### config.mk
export PLATFORM = sky130hd
export DESIGN_NAME = srlp_ctrl
export DESIGN_NICKNAME = d
export VERILOG_FILES = /design/src/design/srlp_pkg.sv /design/src/design/srlp_ctrl.sv
export SDC_FILE = /design/constraint.sdc
export NUM_CORES = 1
export LEC_CHECK = 0
export BUFFER_PORTS_ARGS = -buffer_cell sky130_fd_sc_hd__buf_2
export CORE_ASPECT_RATIO = 0.6
export CORE_MARGIN = 2
export CORE_UTILIZATION = 40
export CTS_CLUSTER_SIZE = 30
export DETAILED_ROUTE_END_ITERATION = 12
export RECOVER_POWER = 25
export SLEW_MARGIN = 0
export SYNTH_ARGS = -nofsm -noshare
export SYNTH_HDL_FRONTEND = slang
export SYNTH_SLANG_ARGS = --single-unit
### constraint.sdc
create_clock -name clk_i -period 3.8 [get_ports clk_i]
set_input_delay 0.76 -clock clk_i [delete_from_list [all_inputs] [get_ports clk_i]]
set_output_delay 0.76 -clock clk_i [all_outputs]
set_load 0.01 [all_outputs]
### src/design/srlp_pkg.sv
// Package for the secant root finder: fixed-point constants, status codes,
// controller/datapath command and status structs. No dependencies.
package srlp_pkg;

  localparam int unsigned DataW  = 32;
  localparam int unsigned LimitW = 11;
  localparam int unsigned TolW   = 31;
  localparam int unsigned QFrac  = 24;
  localparam int unsigned MaxNodes = 4;
  localparam int unsigned NodeIdxW = 2;
  localparam int unsigned RegIdxW  = 3;

  localparam logic [1:0] StatusConverged = 2'd0;
  localparam logic [1:0] StatusLimit     = 2'd1;
  localparam logic [1:0] StatusZeroDiv   = 2'd2;

  localparam logic signed [DataW-1:0] QOne = 32'sd16777216;

  localparam logic signed [DataW-1:0] NodeXReset [MaxNodes] = '{
    32'sd5033165, 32'sd6710886, 32'sd8388608, 32'sd10066330};
  localparam logic signed [DataW-1:0] NodeYReset [MaxNodes] = '{
    -32'sd7395699, -32'sd4535217, -32'sd1787293, 32'sd858792};

  // datapath micro-operations
  typedef enum logic [3:0] {
    OP_NONE,
    OP_LOAD,      // latch start values
    OP_ACC_CLR,   // acc = 0, select point
    OP_TERM_INIT, // term = one
    OP_DIV_Q,     // start (t - xj) << 24 / (xi - xj)
    OP_MUL_TERM,  // term = sat(term * q >> 24)
    OP_MUL_Y,     // acc = sat(acc + sat(term * yi >> 24))
    OP_SAVE_F,    // save acc as fc or fp
    OP_DIV_STEP,  // start fc * diff / d
    OP_UPDATE     // next, compare, shift guesses
  } dp_op_e;

  typedef struct packed {
    dp_op_e                 op;
    logic                   sel_prev;  // evaluate at prev
    logic [NodeIdxW-1:0]    i;
    logic [NodeIdxW-1:0]    j;
  } dp_cmd_t;

  typedef struct packed {
    logic div_busy;
    logic den_zero;  // xi == xj for current i, j
    logic d_zero;    // fc == fp
    logic conv;      // last update converged
  } dp_status_t;

  function automatic logic signed [DataW-1:0] sat64(input logic signed [65:0] v);
    logic signed [65:0] hi;
    logic signed [65:0] lo;
    hi = 66'sd2147483647;
    lo = -66'sd2147483648;
    if (v > hi) return 32'sh7fffffff;
    else if (v < lo) return 32'sh80000000;
    else return v[DataW-1:0];
  endfunction

endpackage

### src/design/srlp_ctrl.sv
// Controller: sequences interpolant evaluations and secant updates, counts
// iterations, forms the result. Uses srlp_pkg.
module srlp_ctrl #(
  parameter int unsigned NODES = 4
) (
  input  logic                              clk_i,
  input  logic                              rst_ni,
  input  logic                              start_i,
  input  logic [srlp_pkg::LimitW-1:0]       iteration_limit_i,
  input  srlp_pkg::dp_status_t              dp_i,
  input  logic signed [srlp_pkg::DataW-1:0] curr_i,
  output srlp_pkg::dp_cmd_t                 cmd_o,
  output logic                              busy_o,
  output logic                              done_o,
  output logic signed [srlp_pkg::DataW-1:0] root_o,
  output logic [srlp_pkg::LimitW-1:0]       iterations_used_o,
  output logic [1:0]                        status_o
);
  import srlp_pkg::*;

  localparam logic [NodeIdxW-1:0] LastNode = NodeIdxW'(NODES - 1);

  typedef enum logic [3:0] {
    S_IDLE, S_ITER, S_ACC, S_TERM, S_CHKJ, S_DIVW, S_MULT, S_MULY,
    S_SAVE, S_DCHK, S_SDIVW, S_UPD, S_TEST, S_DONE
  } state_e;

  state_e              state_q;
  logic [LimitW-1:0]   limit_q, used_q;
  logic                side_q;
  logic [NodeIdxW-1:0] i_q, j_q;
  logic                go;

  assign go = start_i && !busy_o;
  assign busy_o = (state_q != S_IDLE);

  always_comb begin
    cmd_o.sel_prev = side_q;
    cmd_o.i = i_q;
    cmd_o.j = j_q;
    cmd_o.op = OP_NONE;
    if (go) cmd_o.op = OP_LOAD;
    else begin
      unique case (state_q)
        S_ACC:  cmd_o.op = OP_ACC_CLR;
        S_TERM: cmd_o.op = OP_TERM_INIT;
        S_CHKJ: if (j_q != i_q && !dp_i.den_zero) cmd_o.op = OP_DIV_Q;
        S_MULT: cmd_o.op = OP_MUL_TERM;
        S_MULY: cmd_o.op = OP_MUL_Y;
        S_SAVE: cmd_o.op = OP_SAVE_F;
        S_DCHK: if (!dp_i.d_zero) cmd_o.op = OP_DIV_STEP;
        S_UPD:  cmd_o.op = OP_UPDATE;
        default: cmd_o.op = OP_NONE;
      endcase
    end
  end

  always_ff @(posedge clk_i or negedge rst_ni) begin
    if (!rst_ni) begin
      state_q <= S_IDLE;
      limit_q <= '0;
      used_q  <= '0;
      side_q  <= 1'b0;
      i_q     <= '0;
      j_q     <= '0;
      done_o  <= 1'b0;
      root_o  <= '0;
      iterations_used_o <= '0;
      status_o <= StatusLimit;
    end else begin
      done_o <= 1'b0;
      unique case (state_q)
        S_IDLE: if (go) begin
          limit_q <= iteration_limit_i;
          used_q  <= '0;
          state_q <= S_ITER;
        end
        S_ITER: begin
          if (used_q == limit_q) begin
            status_o <= StatusLimit;
            root_o   <= '0;
            state_q  <= S_DONE;
          end else begin
            used_q  <= used_q + 1'b1;
            side_q  <= 1'b0;
            state_q <= S_ACC;
          end
        end
        S_ACC: begin
          i_q <= '0;
          state_q <= S_TERM;
        end
        S_TERM: begin
          j_q <= '0;
          state_q <= S_CHKJ;
        end
        S_CHKJ: begin
          if (j_q == i_q) begin
            if (j_q == LastNode) state_q <= S_MULY;
            else j_q <= j_q + 1'b1;
          end else if (dp_i.den_zero) begin
            status_o <= StatusZeroDiv;
            root_o   <= '0;
            state_q  <= S_DONE;
          end else state_q <= S_DIVW;
        end
        S_DIVW: if (!dp_i.div_busy) state_q <= S_MULT;
        S_MULT: begin
          if (j_q == LastNode) state_q <= S_MULY;
          else begin
            j_q <= j_q + 1'b1;
            state_q <= S_CHKJ;
          end
        end
        S_MULY: begin
          if (i_q == LastNode) state_q <= S_SAVE;
          else begin
            i_q <= i_q + 1'b1;
            state_q <= S_TERM;
          end
        end
        S_SAVE: begin
          if (side_q) state_q <= S_DCHK;
          else begin
            side_q <= 1'b1;
            state_q <= S_ACC;
          end
        end
        S_DCHK: begin
          if (dp_i.d_zero) begin
            status_o <= StatusZeroDiv;
            root_o   <= '0;
            state_q  <= S_DONE;
          end else state_q <= S_SDIVW;
        end
        S_SDIVW: if (!dp_i.div_busy) state_q <= S_UPD;
        S_UPD: state_q <= S_TEST;
        S_TEST: begin
          if (dp_i.conv) begin
            status_o <= StatusConverged;
            root_o   <= curr_i;
            state_q  <= S_DONE;
          end else state_q <= S_ITER;
        end
        S_DONE: begin
          iterations_used_o <= used_q;
          done_o  <= 1'b1;
          state_q <= S_IDLE;
        end
        default: state_q <= S_IDLE;
      endcase
    end
  end

`ifndef NO_ASSERTIONS
  a_used_le_limit: assert property (@(posedge clk_i) disable iff (!rst_ni)
    busy_o |-> used_q <= limit_q) else $error("iteration count above limit");
  a_done_one: assert property (@(posedge clk_i) disable iff (!rst_ni)
    done_o |=> !done_o) else $error("result strobe longer than one cycle");
  a_root_zero: assert property (@(posedge clk_i) disable iff (!rst_ni)
    done_o && status_o != StatusConverged |-> root_o == '0)
    else $error("nonzero root without convergence");
`endif

endmodule

==> flow_metrics.tcl <==
set metrics [dict create \
    power-per-cell-area_nw_per_um2 735 \
    start_util 0.406 \
    synth_seq_cells 77 \
    core_area_sq_um 9050 \
    skew_ns 0.00822 \
    layout.nets 493 \
    relSlewSlack -0.249 \
    crit_path_end_kind "primary output" \
    multiInputGateArea_sq_um 1560 \
    design.die.area_sq_um 10000 \
    final_common_cell "buf_2" \
    drcViolationCount 0 \
    peakVddDrop_mv 0.373 \
    criticalPathCategory "register to primary output" \
    cts_tree "built" \
    intPower_mw 2.04 \
    grt_pass1_vias 2879 \
    max_freq_mhz 366 \
    antenna_left 0 \
    sequentialPowerShare 0.393 \
    async_reset_ff_frac 1.00 \
    row_count 27 \
    cts_root_buf "clkbuf_16" \
    p_leak_nw 2.29 \
    antenna_found_initial 0 \
    worstPathRequired_ns 3.04 \
    post-cts-setup-buffers 0 \
    numCtsBuffers 9 \
    yosysSeqAreaShare 0.524 \
    drv_cap 1 \
    grt_usage 0.190 \
    clk_pin_slew_ns 0.06 \
    drv_slew 78 \
    via_per_inst 5.32 \
    place.port_buffers 105 \
    grt_first_pass_wirelength_um 14800 \
    violations "max-capacitance violations, max-slew violations" \
    cts_resized 0 \
    fin_area_sq_um 4500 \
    synth-main-ff-cell "dfrtp_1" \
    syn-instance-count 347 \
    outcome "finished with violations" \
    firstDrtPassIters 5 \
    clock_latency_ns 0.33 \
    chipHeight_um 78.3 \
    path_max_fanout 18 \
    clock_path_buffers 2 \
    rsz0062_at_grt "no" \
    vias 2982 \
    hold_buffers 0 \
    dpl.hpwl_um 6270 \
    worstPathArrival_ns 1.97 \
    drt_iter0_drc 201 \
    die_x_um 128 \
    startpoint_type "register" \
    yosysWarnings 0 \
    ff_latch_area_sq_um 1930 \
    worst_pin_slew_ns 1.87 \
    p_sw_frac 0.383 \
    synth_edf_count 0 \
    fillCellCount 877 \
    fin_crit_ns 2.73 \
    n_antenna_cell 0 \
    gp_congestion 0.900 \
    timing.final.crit_share 0.719 \
    grt_overflow 0 \
    ios 106 \
    syn_area_per_cell_sq_um 10.6 \
    hold_viol_final 0 \
    area_growth_syn_to_layout_pct 22.4 \
    crit_slowest_cell "dfrtp_1" \
    syn_nets 400 \
    p_clk_frac 0.261 \
    grt_max_degree 78 \
    comb_power_share 0.345 \
    htree_num_levels 3 \
    hold_class "register to register" \
    crit_chain "nand2b_1, o32a_1, o22ai_1, buf_2" \
    crit_path_max_incr_delay_ns 0.71 \
    syn_area_sq_um 3680 \
    yosysUniqueCellTypes 57 \
    final_cell_mix "104 x buf_2, 76 x dfrtp_1, 52 x nand2_1, 32 x a22o_1, 13 x a21oi_1" \
    tritoncts_num_sinks 77 \
    switchingPower_mw 1.27 \
    layout-drive-gt1-share 0.330 \
    tns_ns 0 \
    routed_wl_um 9090 \
    placedInstanceArea_sq_um 4210 \
    routedWlPerCell_um 16.2 \
    finalSetupViolCount 0 \
]
## sequential cells by signal, summed over array words and instances (netlist names)
name,cells
status_o,2
i_q,2
done_o,1
j_q,2
iterations_used_o,11
state_q,4
root_o,32
side_q,1
limit_q,11
used_q,11
## worst max-delay path: cells and delay by family (launching register included)
kind            cells  cell delay (ns)
simple gates        1             0.34
flops               1             0.71
compound gates      2             0.41
buf+inv             1             0.17
## layer usage
layer,vias to the layer above,GRT usage,share of wire
li1,1423,-,-
met1,1401,0.296,0.50
met2,146,0.241,0.39
met3,12,0.0682,0.099
met4,0,0.0582,0.011
met5,-,0,0
## synthesized netlist by cell type (3+ instances only)
cell type	number	area [sq um]
xnor2_1	11	96.3
nand2_1	52	195
o31ai_1	3	22.5
nor2_1	12	45.0
and3_1	4	25.0
nor3_1	5	25.0
nand2b_1	3	18.8
nand4_1	6	37.5
o21ai_1	8	40.0
a22o_1	32	280
a21o_1	3	22.5
buf_2	11	55.1
a21oi_1	13	65.1
o21ai_0	9	45.0
o211ai_1	5	37.5
buf_6	5	56.3
or4_1	3	22.5
dfrtp_1	76	1900
inv_1	9	33.8
buf_4	3	22.5
or3_1	6	37.5
ha_1	3	37.5
clkbuf_1	4	15.0
mux2_2	11	124
nand3_1	7	35.0
## power by group through the flow
stage / clock network, mW / registers (mW) / logic (mW)
3_5_place_dp: 0 / 1.31 / 1.15
2_1_floorplan: 0 / 1.23 / 0.901
3_3_place_gp: 0 / 1.30 / 1.14
6_report: 0.865 / 1.30 / 1.14
5_1_grt: 0.924 / 1.34 / 1.28
4_1_cts: 0.883 / 1.30 / 1.16
## worst paths after layout
path	startpoint	end	slack, ns	depth (start not counted)
max	state_q[3]	cmd_o[7]	1.07	4
min	status_o[0]	status_o[0]	0.47	2
max reg2reg	state_q[1]	state_q[3]	1.24	5
min reg2reg	status_o[0]	status_o[0]	0.47	2
max in group asynchronous	rst_ni	root_o[22]	1.75	1
min in group asynchronous	rst_ni	i_q[1]	0.93	1
## kinds of logic (layout without fill, tap and decap cells)
kind of cell / count (synthesis) / in the layout / share of synthesized area
DFF: 77 / 77 / 0.524
adders and majority gates: 3 / 3 / 0.0102
AOI/OAI and AO/OA: 91 / 91 / 0.179
buffers and inverters: 34 / 132 / 0.0517
muxes: 14 / 14 / 0.0452
and+or+nand+nor: 115 / 115 / 0.159
xor gates and xnor gates: 13 / 13 / 0.0310
## layout make-up
cell class | instances | share of cell area
repair buffers | 107 | 0.120
clock inverters | 7 | 0.0158
well taps | 116 | 0.0322
inverters | 9 | 0.00750
flip-flops and latches | 77 | 0.428
clock buffers | 9 | 0.0500
multi-input cells | 236 | 0.346
## through the flow
stage	instances	util	hold WS, ns	total power [mW]	setup WS (ns)
final	561	0.498	0.468	3.31	1.07
after global routing	561	0.498	0.497	3.54	0.958
after CTS	561	0.498	0.475	3.34	1.10
after detailed placement	545	0.465	0.466	2.46	1.27
after global placement	545	0.465	0.457	2.44	1.32
after floorplan	347	-	0.464	2.13	1.68
No activity file was read; power rests on OpenSTA's default activity.
